==> config.mk <==
export PLATFORM = sky130hd
export DESIGN_NAME = masked_byte_pattern_scanner_flat
export DESIGN_NICKNAME = d
export VERILOG_FILES = /design/src/hdl/mbps_pkg.sv /design/src/hdl/mbps_in_if.sv /design/src/hdl/mbps_out_if.sv /design/src/hdl/mbps_match.sv /design/src/hdl/masked_byte_pattern_scanner.sv /design/src/flat_wrapper.sv
export SDC_FILE = /design/constraint.sdc
export NUM_CORES = 1
export LEC_CHECK = 0
export BUFFER_PORTS_ARGS = -buffer_cell sky130_fd_sc_hd__buf_4
export CAP_MARGIN = 25
export CORE_UTILIZATION = 60
export DETAILED_ROUTE_END_ITERATION = 16
export PLACE_DENSITY_LB_ADDON = 0.08
export SYNTH_ARGS = -nofsm -noshare
export SYNTH_HDL_FRONTEND = slang
export SYNTH_HIERARCHICAL = 1
export SYNTH_SLANG_ARGS = --single-unit
==> constraint.sdc <==
create_clock -name clk -period 7.35 [get_ports clk]
set_input_delay 0 -clock clk [delete_from_list [all_inputs] [get_ports clk]]
set_output_delay 0 -clock clk [all_outputs]
set_load 0.1 [all_outputs]
==> src/hdl/mbps_pkg.sv <==
package mbps_pkg;

	localparam int PATTERN_MAX_DEF = 16;
	localparam int PAT_BYTES       = 16;
	localparam int ADDR_W          = 48;
	localparam int CFG_DATA_W      = 64;
	localparam int CFG_IDX_W       = 3;
	localparam int LEN_CFG_W       = 5;

	typedef enum logic [CFG_IDX_W-1:0] {
		REG_PAT_LOW  = 3'd0,
		REG_PAT_HIGH = 3'd1,
		REG_WILDCARD = 3'd2,
		REG_LENGTH   = 3'd3,
		REG_BASE     = 3'd4
	} reg_idx_t;

	typedef enum logic [1:0] {
		ST_FOUND     = 2'd0,
		ST_NOT_FOUND = 2'd1,
		ST_INVALID   = 2'd2
	} status_t;

	typedef struct packed {
		logic [CFG_DATA_W-1:0] pat_low;
		logic [CFG_DATA_W-1:0] pat_high;
		logic [PAT_BYTES-1:0]  wild;
		logic [LEN_CFG_W-1:0]  length;
	} pat_cfg_t;

endpackage

==> src/hdl/mbps_in_if.sv <==
interface mbps_in_if;
	logic       valid;
	logic       ready;
	logic [7:0] data_byte;
	logic       last_byte;

	modport source (output valid, output data_byte, output last_byte, input ready);
	modport sink (input valid, input data_byte, input last_byte, output ready);
endinterface

==> src/hdl/mbps_out_if.sv <==
interface mbps_out_if;
	import mbps_pkg::*;

	logic              valid;
	logic              ready;
	logic [1:0]        status;
	logic [ADDR_W-1:0] hit_addr;

	modport source (output valid, output status, output hit_addr, input ready);
	modport sink (input valid, input status, input hit_addr, output ready);
endinterface

==> src/hdl/mbps_match.sv <==
module mbps_match #(
	parameter int PATTERN_MAX = mbps_pkg::PATTERN_MAX_DEF,
	parameter int LEN_W       = $clog2(PATTERN_MAX + 1)
) (
	input  logic [PATTERN_MAX-1:0][7:0] window,
	input  mbps_pkg::pat_cfg_t          cfg,
	output logic [LEN_W-1:0]            eff_len,
	output logic                        hit
);
	import mbps_pkg::*;

	localparam int IDX_W = (PATTERN_MAX > 1) ? $clog2(PATTERN_MAX) : 1;

	logic [PATTERN_MAX-1:0][7:0] pat;
	logic [PATTERN_MAX-1:0]      wild;
	logic [2*CFG_DATA_W-1:0]     pat_all;

	assign pat_all = {cfg.pat_high, cfg.pat_low};

	always_comb begin
		for (int j = 0; j < PATTERN_MAX; j++) begin
			if (j < PAT_BYTES) begin
				pat[j]  = pat_all[8*j +: 8];
				wild[j] = cfg.wild[j];
			end else begin
				pat[j]  = 8'd0;
				wild[j] = 1'b0;
			end
		end
	end

	always_comb begin
		if (int'(cfg.length) > PATTERN_MAX) begin
			eff_len = LEN_W'(PATTERN_MAX);
		end else begin
			eff_len = LEN_W'(cfg.length);
		end
	end

	always_comb begin
		int               j_int;
		logic [IDX_W-1:0] idx;
		hit   = 1'b1;
		j_int = 0;
		idx   = '0;
		for (int k = 0; k < PATTERN_MAX; k++) begin
			if (k < int'(eff_len)) begin
				j_int = int'(eff_len) - 1 - k;
				idx   = IDX_W'(j_int);
				if (!wild[idx] && window[k] != pat[idx]) begin
					hit = 1'b0;
				end
			end
		end
	end

endmodule

==> src/hdl/masked_byte_pattern_scanner.sv <==
// Channel | Dir | Payload                        | Accepted when
// in_ch   | in  | data_byte[7:0], last_byte      | in_ch.valid && in_ch.ready
// out_ch  | out | status[1:0], hit_addr[47:0]    | out_ch.valid && out_ch.ready
// cfg     | in  | cfg_index[2:0], cfg_data[63:0] | cfg_wr_en
//
// One word per cycle unless a stalled result holds the flow; each result is registered:
// the input register feeds the window compare and address add into the result register.
// arst_n clears valids, byte count, match flag, window and config registers.
// A stalled result holds the result register; the input register takes a word when
// empty, or when the result register is free or being drained this cycle.
module masked_byte_pattern_scanner #(
	parameter int PATTERN_MAX = mbps_pkg::PATTERN_MAX_DEF
) (
	input  logic                             clk,
	input  logic                             arst_n,
	input  logic                             cfg_wr_en,
	input  logic [mbps_pkg::CFG_IDX_W-1:0]   cfg_index,
	input  logic [mbps_pkg::CFG_DATA_W-1:0]  cfg_data,
	mbps_in_if.sink                          in_ch,
	mbps_out_if.source                       out_ch
);
	import mbps_pkg::*;

	localparam int LEN_W = $clog2(PATTERN_MAX + 1);

	pat_cfg_t              cfg_q;
	logic [ADDR_W-1:0]     base_q;

	logic                  valid_s1;
	logic [7:0]            byte_s1;
	logic                  last_s1;

	logic [PATTERN_MAX-1:0][7:0] win_q;
	logic [PATTERN_MAX-1:0][7:0] win_nxt;
	logic [ADDR_W-1:0]     seen_q;
	logic [ADDR_W-1:0]     seen_nxt;
	logic                  reported_q;

	logic                  out_valid_q;
	status_t               status_q;
	logic [ADDR_W-1:0]     addr_q;

	logic                  adv;
	logic                  work;
	logic                  hit;
	logic [LEN_W-1:0]      eff_len;
	logic                  found;
	logic                  res_valid;
	status_t               res_status;
	logic [ADDR_W-1:0]     res_addr;

	always_ff @(posedge clk or negedge arst_n) begin
		if (!arst_n) begin
			cfg_q  <= '0;
			base_q <= '0;
		end else if (cfg_wr_en) begin
			case (reg_idx_t'(cfg_index))
				REG_PAT_LOW:  cfg_q.pat_low  <= cfg_data;
				REG_PAT_HIGH: cfg_q.pat_high <= cfg_data;
				REG_WILDCARD: cfg_q.wild     <= cfg_data[PAT_BYTES-1:0];
				REG_LENGTH:   cfg_q.length   <= cfg_data[LEN_CFG_W-1:0];
				REG_BASE:     base_q         <= cfg_data[ADDR_W-1:0];
				default: begin
				end
			endcase
		end
	end

	assign adv         = !out_valid_q || out_ch.ready;
	assign work        = valid_s1 && adv;
	assign in_ch.ready = !valid_s1 || adv;

	always_ff @(posedge clk or negedge arst_n) begin
		if (!arst_n) begin
			valid_s1 <= 1'b0;
			byte_s1  <= '0;
			last_s1  <= 1'b0;
		end else if (in_ch.ready) begin
			valid_s1 <= in_ch.valid;
			byte_s1  <= in_ch.data_byte;
			last_s1  <= in_ch.last_byte;
		end
	end

	assign win_nxt  = {win_q[PATTERN_MAX-2:0], byte_s1};
	assign seen_nxt = (seen_q == '1) ? seen_q : seen_q + 1'b1;

	mbps_match #(
		.PATTERN_MAX (PATTERN_MAX),
		.LEN_W       (LEN_W)
	) u_match (
		.window  (win_nxt),
		.cfg     (cfg_q),
		.eff_len (eff_len),
		.hit     (hit)
	);

	assign found = !reported_q && (eff_len != '0) &&
		(seen_nxt >= ADDR_W'(eff_len)) && hit;

	always_comb begin
		res_valid  = 1'b0;
		res_status = ST_FOUND;
		res_addr   = '0;
		if (found) begin
			res_valid = 1'b1;
			res_addr  = base_q + seen_nxt - ADDR_W'(eff_len);
		end else if (last_s1 && !reported_q) begin
			res_valid  = 1'b1;
			res_status = (eff_len == '0) ? ST_INVALID : ST_NOT_FOUND;
		end
	end

	always_ff @(posedge clk or negedge arst_n) begin
		if (!arst_n) begin
			win_q      <= '0;
			seen_q     <= '0;
			reported_q <= 1'b0;
		end else if (work) begin
			win_q <= win_nxt;
			if (last_s1) begin
				seen_q     <= '0;
				reported_q <= 1'b0;
			end else begin
				seen_q     <= seen_nxt;
				reported_q <= reported_q || found;
			end
		end
	end

	always_ff @(posedge clk or negedge arst_n) begin
		if (!arst_n) begin
			out_valid_q <= 1'b0;
			status_q    <= ST_FOUND;
			addr_q      <= '0;
		end else if (adv) begin
			out_valid_q <= work && res_valid;
			status_q    <= res_status;
			addr_q      <= res_addr;
		end
	end

	assign out_ch.valid    = out_valid_q;
	assign out_ch.status   = status_q;
	assign out_ch.hit_addr = addr_q;

	a_addr_zero_unless_found: assert property (@(posedge clk) disable iff (!arst_n)
		out_valid_q && status_q != ST_FOUND |-> addr_q == '0)
		else $error("match address set without a found status");

	a_region_clears: assert property (@(posedge clk) disable iff (!arst_n)
		work && last_s1 |=> seen_q == '0 && !reported_q)
		else $error("region state not cleared after last word");

	a_reported_has_count: assert property (@(posedge clk) disable iff (!arst_n)
		reported_q |-> seen_q != '0)
		else $error("match flag set with empty byte count");

	a_invalid_needs_zero_len: assert property (@(posedge clk) disable iff (!arst_n)
		out_valid_q && status_q == ST_INVALID |-> cfg_q.length == '0)
		else $error("invalid status with nonzero pattern length");

endmodule
==> src/flat_wrapper.sv <==
// flat-port wrapper written by rule: the top's interface ports become plain ports
module masked_byte_pattern_scanner_flat import mbps_pkg::*;
#(
	parameter int PATTERN_MAX = mbps_pkg::PATTERN_MAX_DEF
)
  (clk, arst_n, cfg_wr_en, cfg_index, cfg_data, in_ch_valid, in_ch_data_byte, in_ch_last_byte, in_ch_ready, out_ch_valid, out_ch_status, out_ch_hit_addr, out_ch_ready);
  mbps_in_if in_ch_i ();
  mbps_out_if out_ch_i ();
  input  logic clk;
  input  logic arst_n;
  input  logic cfg_wr_en;
  input  logic [mbps_pkg::CFG_IDX_W-1:0] cfg_index;
  input  logic [mbps_pkg::CFG_DATA_W-1:0] cfg_data;
  input wire logic [$bits(in_ch_i.valid)-1:0] in_ch_valid;
  input wire logic [$bits(in_ch_i.data_byte)-1:0] in_ch_data_byte;
  input wire logic [$bits(in_ch_i.last_byte)-1:0] in_ch_last_byte;
  output wire logic [$bits(in_ch_i.ready)-1:0] in_ch_ready;
  output wire logic [$bits(out_ch_i.valid)-1:0] out_ch_valid;
  output wire logic [$bits(out_ch_i.status)-1:0] out_ch_status;
  output wire logic [$bits(out_ch_i.hit_addr)-1:0] out_ch_hit_addr;
  input wire logic [$bits(out_ch_i.ready)-1:0] out_ch_ready;
  assign in_ch_i.valid = in_ch_valid;
  assign in_ch_i.data_byte = in_ch_data_byte;
  assign in_ch_i.last_byte = in_ch_last_byte;
  assign in_ch_ready = in_ch_i.ready;
  assign out_ch_valid = out_ch_i.valid;
  assign out_ch_status = out_ch_i.status;
  assign out_ch_hit_addr = out_ch_i.hit_addr;
  assign out_ch_i.ready = out_ch_ready;
  masked_byte_pattern_scanner #(.PATTERN_MAX(PATTERN_MAX)) u_core (.clk(clk), .arst_n(arst_n), .cfg_wr_en(cfg_wr_en), .cfg_index(cfg_index), .cfg_data(cfg_data), .in_ch(in_ch_i), .out_ch(out_ch_i));
endmodule
==> Yosys cells after proc, flatten, opt, wreduce, memory -nomap -nowiden <==
Index checks and enable logic that the tools add are counted.
{ "totals": {"input_bits": 81, "out_inout_bits": 52, "register_bits": 427, "wordCells": 260} }
{ "op_classes": {"eq_ne": 21, "mux": 106, "n_addsub": 19, "n_lt_le_gt_ge": 34, "reduce_logical": 52} }
{ "ops": {"columns": ["operator", "count"], "rows": [
  ["8-bit binary-select mux with 4-bit select", 16],
  ["48-bit 2-to-1 mux", 3],
  ["8-bit 2-to-1 mux", 16],
  ["8-bit inequality test", 16],
  ["4-bit by 5-bit < comparator with 1-bit output (second input constant)", 16],
  ["1-bit binary-select mux with 4-bit select", 16],
  ["1-bit 2-to-1 mux", 51],
  ["48-bit by 1-bit adder with 48-bit output (second input constant)", 1],
  ["48-bit adder", 1],
  ["48-bit == test (second input constant)", 1],
  ["48-bit by 5-bit greater-or-equal comparator with 1-bit output", 1],
  ["48-bit by 5-bit subtractor with 48-bit output", 1],
  ["4-bit by 5-bit < comparator with 1-bit output (first input constant)", 8],
  ["4-bit subtractor (second input constant)", 8],
  ["1-bit logical AND", 22],
  ["3-bit by 5-bit < comparator with 1-bit output (first input constant)", 4],
  ["1-bit logical NOT", 19],
  ["4-bit by 3-bit subtractor with 4-bit output (second input constant)", 4],
  ["1-bit by 5-bit < comparator with 1-bit output (first input constant)", 2],
  ["2-bit by 5-bit < comparator with 1-bit output (first input constant)", 2],
  ["2-bit AND reduction", 5],
  ["4-bit by 1-bit subtractor with 4-bit output (second input constant)", 2],
  ["4-bit by 2-bit subtractor with 4-bit output (second input constant)", 2],
  ["3-bit by 2-bit == test with 1-bit output (second input constant)", 2],
  ["9 further kinds", 13]
]} }

==> Depth between registers and ports, before layout <==
Gate-level depths: netlist of the first run.
{ "logic_depth": {"ltp_word": 42, "mapped_depth": 26, "mapped_depth_nobuf": 21} }

==> Cells and area by module <==
Netlist of the first run, hierarchy kept.
{ "by_module_without_submodules": {"columns": ["mod", "instances", "cells_each", "seq_area_each_um2", "area_per_inst_um2"], "rows": [
  ["masked_byte_pattern_scanner", 1, 2223, 10685.2, 21559.4],
  ["mbps_match", 1, 946, 0.0, 9411.5]
]} }

==> Worst setup path before layout of the first run <==
Ideal clock, no wire load.
{ "synth_path": {"kind": "register -> register", "start": "reg u_core/cfg_q[4] (netlist name)", "end": "reg u_core.addr_q[45], in the netlist u_core/out_ch.hit_addr[45]", "required_time_ps": 7255, "path_buffers": 9, "synth_period_minus_slack_ps": 6039, "stages_incl_launch_ff": 26, "slack_ps": 1311, "t_arrival_ps": 5943, "setup_ps": 95, "path_cell_list": "dfrtp_1 -> nor2b_2 -> buf_4 -> buf_4 -> buf_4 -> buf_2 -> ha_1 -> clkbuf_1 -> inv_2 -> buf_1 -> ha_1 -> a21boi_1 -> xor2_4 -> buf_6 -> mux2i_1 -> xor2_1 -> nor4_1 -> a21oi_1 -> nor4_1 -> nand2_1 -> nor4_2 -> nor3b_1 -> nand2_1 -> buf_4 -> buf_6 -> o31ai_1"} }
{ "synth_between": {"elab_chain_len": 41, "elab_cells_between_ends": 185, "classes_between": "add/sub: 17; order compare: 18; eq/ne: 16; mux: 98; reduce/logical: 36"} }
{ "synth_lines": {"columns": ["element", "line_no", "rtl"], "rows": [
  ["start: declaration", "masked_byte_pattern_scanner.sv:26", "pat_cfg_t cfg_q;"],
  ["5-bit greater-than comparator *", "mbps_match.sv:33", "if (int'(cfg.length) > PATTERN_MAX) begin"],
  ["5-bit 2-to-1 mux *", "mbps_match.sv:33", null],
  ["named net u_core.eff_len[0]", "masked_byte_pattern_scanner.sv:46", "logic [LEN_W-1:0] eff_len;"],
  ["branches (longest 36 deep; another with 4-bit by 1-bit subtractor with 4-bit output)", null, null],
  ["1-bit 2-to-1 mux *", "mbps_match.sv:47", "if (k < int'(eff_len)) begin"],
  ["named net u_core.hit", "masked_byte_pattern_scanner.sv:45", "logic hit;"],
  ["1-bit logical AND *", "masked_byte_pattern_scanner.sv:99", "(seen_nxt >= ADDR_W'(eff_len)) && hit;"],
  ["48-bit 2-to-1 mux *", "masked_byte_pattern_scanner.sv:105", "if (found) begin"],
  ["end signal: assignment", "masked_byte_pattern_scanner.sv:139", "addr_q <= res_addr;"],
  ["end: declaration", "masked_byte_pattern_scanner.sv:41", "logic [ADDR_W-1:0] addr_q;"]
]} }
Mark *: on every way through the listed nets, which the timed path passes. The select of a mux whose other input is x is not followed.
A chain may end at the register's enable or synchronous reset.

==> Final worst setup path of the first run <==
{ "layout_path": {"start": "reg u_core.seen_q[0]", "end": "reg u_core.addr_q[36], in the netlist u_core/out_ch.hit_addr[36]"} }
{ "layout_between": {"elab_chain_len": 6, "elab_cells_between_ends": 9, "classes_between": "add/sub: 3; order compare: 1; eq/ne: 1; mux: 2; reduce/logical: 2"} }
{ "layout_lines": {"columns": ["element", "line_no", "rtl"], "rows": [
  ["start: declaration", "masked_byte_pattern_scanner.sv:35", "logic [ADDR_W-1:0] seen_q;"],
  ["start signal: assignment", "masked_byte_pattern_scanner.sv:125", "seen_q <= seen_nxt;"],
  ["48-bit by 1-bit adder with 48-bit output or 48-bit == test (tied branches)", "masked_byte_pattern_scanner.sv:86", "assign seen_nxt = (seen_q == '1) ? seen_q : seen_q + 1'b1;"],
  ["48-bit 2-to-1 mux *", "masked_byte_pattern_scanner.sv:86", null],
  ["branches (longest 3 deep; another with 48-bit adder)", null, null],
  ["48-bit 2-to-1 mux *", "masked_byte_pattern_scanner.sv:105", null]
]} }
Every way passes the cells marked *.

==> impl_results.md, run 1 <==
- Status: finished clean
- Period minus WS final: 6.731 ns
- Slew @ Worst Pin: 1.082 ns
- MaxCap Viol Count: 0
- CTS tree: built
- Commonest non-fill, non-tap cells in the layout: nand2_1 (631), dfrtp_1 (426), mux2i_1 (330)
- Largest net degree at the start of global routing: 167
- Root buf cell: clkbuf_16
- Max incr delay on CP: 0.74 ns
- Ports: 133
- Final Skew: 0.04896 ns
- Setup violations, final: 0
- DRT Pass-1 Iters: 9
- Post-synth EDFFs: 0
- Final Wtd Congestion: 1.089
- Drt drc: 0
- Vias in the first global route: 25270
- Peak VDD IR: 0.2562 mV
- Nets@finish: 3459
- Worst-Skew Late Latency: 0.62 ns
- Asr flop ratio synth: 100.0%
- Total number of yosys warnings: 6
- CP Cell Sequence: ha_1 -> nand4_1 -> nor4_2 -> and4_1 -> mux2i_1 -> fa_1 -> inv_1 -> fa_1 -> a21o_1 -> a221o_1 -> a31o_2 -> a221o_1 -> a41oi_1 -> o21ai_0 -> a211oi_1 -> xor2_1 -> o31ai_1
- Port Buffer Count: 132
- Num CTS Buffers: 49
- Global route overflow: 0
- Relative slew slack: 27.87%
- Post-synthesis net count: 3348
- CP Launch Type: flip-flop
- Post-CTS Setup Bufs: 0
- F_max: 0.1486 GHz
- Placed instance count: 3823
- Area Overhead vs Synth: 12.96%
- Power, Total: 14240 uW
- Length in cells of the worst reg-to-reg path: 17
- Crit path max-delay family: compound AO/OA/AOI/OAI gates
- Initial antenna violation count: 5
- Width of the die: 229.2 um
- Chip height: 229.2 um
- Crit path DAT: 7.23 ns
- Vias: 26690
- Routed WL per cell: 27.28 um
- Synth Flop Type: dfrtp_1
- Post-cts resize count: 0
- Clock Path Buffers: 3
- RSZ-0062 raised after global routing: false
- Placed wire-length estimate: 80240 um
- Layout cell share with drive strength beyond 1: 18.89%
- Cell Rows: 82
- Crit Path Class: flip-flop to flip-flop
- Unique masters post-synth: 85
- Most common cell after layout, fill and taps aside: nand2_1
- Total Wirelength: 108900 um
- Crit path required time: 7.85 ns
- CP endpoint kind: flip-flop
- Seq/Total Area, Yosys: 34.50%
- Cells after synthesis: 3169
- Setup tns final: 0 ns
- Gr usage total: 41.43%
- Tcrit/Tclk final: 91.58%
- Critical Path Stages: 17
- Crit-path slowest cell: nor4_2
- H-tree Lvls: 2
- Cell Count, Final, Fillers Out: 3992
- Worst Hold Depth: 3
- Crit path buf inv count: 1
- Ant. Diodes: 0
- Clk sinks: 427
- Clock transition at path regs: 0.07 ns
- DRT antenna net count: 0
- Pwr Density: 407.1 mW/mm^2
- Initial Utilization: 61.23%
- Worst Hold Class: input pin to flip-flop
- Core area: 0.05058 mm^2
- Vias per std cell: 6.686
- Avg Inst Size Synth: 9.773 um^2
- Die area: 0.05253 mm^2
- Max-slew violation count: 0
- Final Hold Fails: 0
- CP max FO: 7
- LEAKAGE: 0.01600 uW
- #FFs+latches synth: 427
- Fillcell total: 3784
- First-pass GRT wire length: 163100 um
- Initial DRC Count: 4164
- Synthesized area: 0.03097 mm^2
where the power goes:
group	internal, uW	switching (uW)
clock network	1610	1090
logic	3300	4610
registers	2850	786
sequential cells by signal (all words and copies together), names as in the netlist:
name / count
u_core/cfg_q: 149
u_core/win_nxt: 120
u_core/base_q: 48
u_core/out_ch.hit_addr: 48
u_core/seen_q: 48
u_core/byte_s1: 8
u_core/out_ch.status: 2
u_core/last_s1: 1
u_core/out_ch.valid: 1
u_core/reported_q: 1
u_core/valid_s1: 1
tightest hold or removal path, cell delays in order:
cell and delay, ns:
buf_4 0.14, nand3_1 0.26, mux2_2 0.21
cell families after synthesis:
kind of cell	synth area share [%]
simple gates	14.19
mux	26.11
compound gates	9.357
flops	34.50
buf+inv	4.674
xor+xnor	7.050
fa+ha+maj	4.113
area by class of cell:
cell class              count  area, um^2  area share [%]
inverters                 145       544.3           1.556
clock buffers              65        1379           3.941
repair buffers            260        2248           6.427
well taps                 672       840.8           2.403
clock inverters            26       367.9           1.051
multi-input cells        2397       18920           54.07
flip-flops and latches    427       10690           30.55
synth_stat cells (5+ instances only):
library cell  instances  area [um^2]
mux2_2              194         2185
ha_1                 93         1164
a211oi_1             12        90.09
nor2_1               69        259.0
or3_1                 7        43.79
o21ai_1               6        30.03
xnor2_1             117         1025
nor4_2                5        62.56
a21oi_1              75        375.4
nand2_1             633         2376
buf_1                12        45.04
a31oi_1               8        50.05
o21a_1                5        37.54
o31ai_1              58        435.4
inv_1               139        521.8
buf_4                11        82.58
buf_2                52        260.3
and3_1               39        244.0
o41ai_1               7        61.31
nor2b_1              10        62.56
and4_1               11        96.34
dfrtp_1             427        10690
nor4_1               33        206.5
o21bai_1              7        52.55
o21ai_0             131        655.6
nand4_1              35        219.0
buf_6                 6        67.56
nor3_1               27        135.1
a32oi_1              14        122.6
a221oi_1             22        192.7
nand3_1              58        290.3
inv_2                 6        22.52
o22ai_1              18        112.6
clkbuf_1            118        442.9
a21o_1               29        217.7
mux2i_1             331         3313
xor2_4                5        137.6
and2_1                8        50.05
nand2b_1             17        106.4
fa_1                  5        100.1
o211ai_1              5        37.54
mux4_2              115         2590
xor2_1              109        954.7
or2_2                 6        37.54
per-layer routing:
metal,global-route usage [%],vias up,wire (um)
met4,12.85,2,3825
li1,-,11522,-
met3,10.61,258,13720
met1,61.42,13270,45480
met5,1.103,-,70
met2,59.04,1638,45800
timing repair:
action,CTS,global route
setup endpoints to repair,0,0
hold buffers,76,0
endpoints found under the hold margin,317,0
path summary, 6_finish.rpt:
kind / start / endpoint / slack (ns)
worst min register to register: u_core/out_ch.hit_addr[39]$_DFFE_PN0N_ / u_core/out_ch.hit_addr[39]$_DFFE_PN0N_ / 0.47
min in group asynchronous: arst_n / u_core/out_ch.hit_addr[6]$_DFFE_PN0N_ / 0.05
worst max-delay path: u_core/seen_q[0]$_DFFE_PN0P_ / u_core/out_ch.hit_addr[36]$_DFFE_PN0N_ / 0.62
max in group asynchronous: arst_n / u_core/win_nxt[98]$_DFFE_PN0P_ / 5.86
worst max register to register: u_core/seen_q[0]$_DFFE_PN0P_ / u_core/out_ch.hit_addr[36]$_DFFE_PN0N_ / 0.62
worst min-delay path: cfg_index[1] / u_core/cfg_q[2]$_DFFE_PN0P_ / 0.04
stage by stage:
step	util (%)	setup WS (ns)	instance area (um^2)	hold slack, ns
after floorplan	-	1.311	30970	-0.2956
after global placement	64.12	0.8459	32430	0.09069
after detailed placement	64.12	0.8562	32430	0.1001
after CTS	69.08	0.8286	34940	0.01285
after global routing	69.17	0.2581	34980	0.07704
final	69.17	0.6191	34980	0.04295
(Power assumes the default switching activity.)
==> run 2, diff against run 1 <==
--- a/config.mk
+++ b/config.mk
@@ -7,6 +7,7 @@
 export LEC_CHECK = 0
 export BUFFER_PORTS_ARGS = -buffer_cell sky130_fd_sc_hd__buf_4
 export CAP_MARGIN = 25
+export CORE_ASPECT_RATIO = 0.75
 export CORE_UTILIZATION = 60
 export DETAILED_ROUTE_END_ITERATION = 16
 export PLACE_DENSITY_LB_ADDON = 0.08
==> run 2 against run 1 <==
Hold slack better by 0.0015 ns. Routed wire length is 3.2% higher. Final area is 0.58% lower. Non-clock buffer count is 18 higher. Setup slack worse by 0.34 ns. Maximum frequency is 4.8% lower. First-iteration DRC count is 2.3% lower. Cell count is 0.25% lower. Register-to-register slack worse by 0.34 ns. Critical endpoint is now u_core/out_ch.hit_addr[45]$_DFFE_PN0N_.
==> impl_results.md, run 2 (synthesis results as in run 1) <==
- Worst Hold Class: input pin to flip-flop
- Layout cell share with drive strength beyond 1: 19.13% (+0.24 points)
- Gr usage total: 42.75% (+1.3 points)
- Largest net degree at the start of global routing: 130 (-22%)
- Final Cell Area: 0.03478 mm^2 (-0.58%)
- Most common cell after layout, fill and taps aside: nand2_1
- Drt drc: 0 (unchanged)
- Width of the die: 264.3 um (+15%)
- Worst path most repeated cell: buf_4
- Max-slew violation count: 0 (unchanged)
- Initial antenna violation count: 2 (-3)
- Nets@finish: 3473 (+0.40%)
- RSZ-0062 raised after global routing: false
- Clk sinks: 427 (unchanged)
- Crit Path Class: flip-flop to flip-flop
- Vias in the first global route: 25360 (+0.36%)
- Num CTS Buffers: 45 (-8.2%)
- Post-cts resize count: 0 (unchanged)
- LEAKAGE: 0.01595 uW (-0.28%)
- Port Buffer Count: 132 (unchanged)
- Fin util: 68.81% (-0.35 points)
- Ports: 133 (unchanged)
- Biggest register: u_core/cfg_q
- Chip height: 198.8 um (-13%)
- Global route overflow: 0 (unchanged)
- Placed wire-length estimate: 83720 um (+4.3%)
- Vias per std cell: 6.796 (+1.6%)
- CP Cell Sequence: nor2b_4 -> inv_2 -> ha_1 -> xnor2_4 -> buf_4 -> ha_1 -> mux2i_1 -> mux2i_1 -> xor2_1 -> nor4_1 -> buf_4 -> a211oi_1 -> nor2_1 -> o311ai_1 -> nor4_2 -> buf_4 -> nor3b_1 -> nand2_2 -> buf_4 -> o31ai_1
- H-tree Lvls: 2 (unchanged)
- Worst-Skew Late Latency: 0.60 ns (-0.02 ns)
- Max incr delay on CP: 0.73 ns (about the same)
- CTS tree: built
- Vias: 27060 (+1.4%)
- Die area: 0.05254 mm^2 (about the same)
- Power, Total: 14210 uW (-0.23%)
- CP Launch Type: flip-flop
- Clock transition at path regs: 0.06 ns (about the same)
- MaxCap Viol Count: 0 (unchanged)
- First-pass GRT wire length: 165300 um (+1.3%)
- Total Wirelength: 112400 um (+3.2%)
- Area of placed instances: 0.03257 mm^2 (+0.42%)
- DRT Pass-1 Iters: 6 (-3)
- Relative slew slack: 29.28% (+1.4 points)
- Post-CTS Setup Bufs: 0 (unchanged)
- Pwr Density: 408.6 mW/mm^2 (+0.35%)
- Initial Utilization: 61.27% (about the same)
- Commonest non-fill, non-tap cells in the layout: nand2_1 (631), dfrtp_1 (426), mux2i_1 (330)
- Peak VDD IR: 0.3132 mV (+22%)
- Fillcell total: 3785 (+0.026%)
- Period minus WS final: 7.070 ns (+0.3389 ns)
- Root buf cell: clkbuf_16
- Crit path DAT: 7.53 ns (+0.30 ns)
- Clock Path Buffers: 3 (unchanged)
- F_max: 0.1414 GHz (-4.8%)
- Area Overhead vs Synth: 12.31%
- Final Skew: 0.02955 ns (-0.01941 ns)
- Cell Rows: 71 (-13%)
- Initial DRC Count: 4070 (-2.3%)
- CP endpoint kind: flip-flop
- Slew @ Worst Pin: 1.060 ns (-0.02229 ns)
- Setup violations, final: 0 (unchanged)
- Final Hold Fails: 0 (unchanged)
- Core area: 0.05055 mm^2 (about the same)
- Status: finished clean
- Final Wtd Congestion: 1.103 (+1.3%)
- DRT antenna net count: 0 (unchanged)
- Routed WL per cell: 28.22 um (+3.5%)
- Tcrit/Tclk final: 96.19% (+4.6 points)
- Setup tns final: 0 ns (unchanged)
- Crit-path slowest cell: ha_1
- Max reg flops: 149 (unchanged)
- CP max FO: 30 (+23)
- Crit path required time: 7.81 ns (-0.04 ns)
## run 2: critical path, delay by kind of cell, from the launching register on
family,cells,cell delay (ns)
simple gates,6,2.51
compound gates,3,0.48
flops,1,0.72
xor+xnor,2,0.45
buf+inv,5,1.25
mux,2,0.50
fa+ha+maj,2,1.00
## run 2: path summary, 6_finish.rpt
kind / start / end / slack (ns) / depth (start not counted)
max in group asynchronous: arst_n / u_core/win_nxt[117]$_DFFE_PN0P_ / 5.83 / 3
min in group asynchronous: arst_n / u_core/out_ch.hit_addr[8]$_DFFE_PN0N_ / 0.09 / 2
min reg2reg: u_core/out_ch.hit_addr[37]$_DFFE_PN0N_ / u_core/out_ch.hit_addr[37]$_DFFE_PN0N_ / 0.48 / 2
max: u_core/cfg_q[0]$_DFFE_PN0P_ / u_core/out_ch.hit_addr[45]$_DFFE_PN0N_ / 0.28 / 20
max reg2reg: u_core/cfg_q[0]$_DFFE_PN0P_ / u_core/out_ch.hit_addr[45]$_DFFE_PN0N_ / 0.28 / 20
min: cfg_index[0] / u_core/cfg_q[2]$_DFFE_PN0P_ / 0.04 / 3
## run 2: where the power goes
group	leakage [uW]	total, uW	internal [uW]	switching [uW]
sequential	0.00546	3680	2840	838
clock	0.000717	2360	1340	1020
combinational	0.00977	8170	3360	4810
total	0.0160	14200	7550	6660
## run 2: layer usage
metal | vias to the layer above | GRT usage, % | part of all wire (%)
met5 | - | 0 | 0
met1 | 13396 | 63.01 | 42
met3 | 248 | 17.33 | 16
met4 | 0 | 12.64 | 3.1
met2 | 1844 | 56.65 | 39
li1 | 11572 | - | -
## run 2: repair_timing
| item | CTS | global route |
|---|---|---|
| hold buffers | 75 | 0 |
| endpoints found under the hold margin | 310 | 0 |
| setup endpoints to repair | 0 | 0 |
## run 2: layout make-up
class                   instances  area, um^2  area share (%)
multi-input cells            2397       18920           54.40
flip-flops and latches        427       10690           30.73
repair buffers                278        2345           6.741
clock buffers                  53        1206           3.468
well taps                     657       822.0           2.363
inverters                     145       544.3           1.565
clock inverters                20       241.5          0.6942
diodes                          5       12.51         0.03597
## run 2: stage by stage
step	instances	setup slack (ns)	hold WS, ns
3_5_place_dp	3829	0.6950	0.1266
4_1_cts	3977	0.6330	0.004793
5_1_grt	3977	0.2208	0.03695
6_report	3982	0.2803	0.04450
3_3_place_gp	3829	0.9699	0.1052
2_1_floorplan	3169	1.311	-0.2956
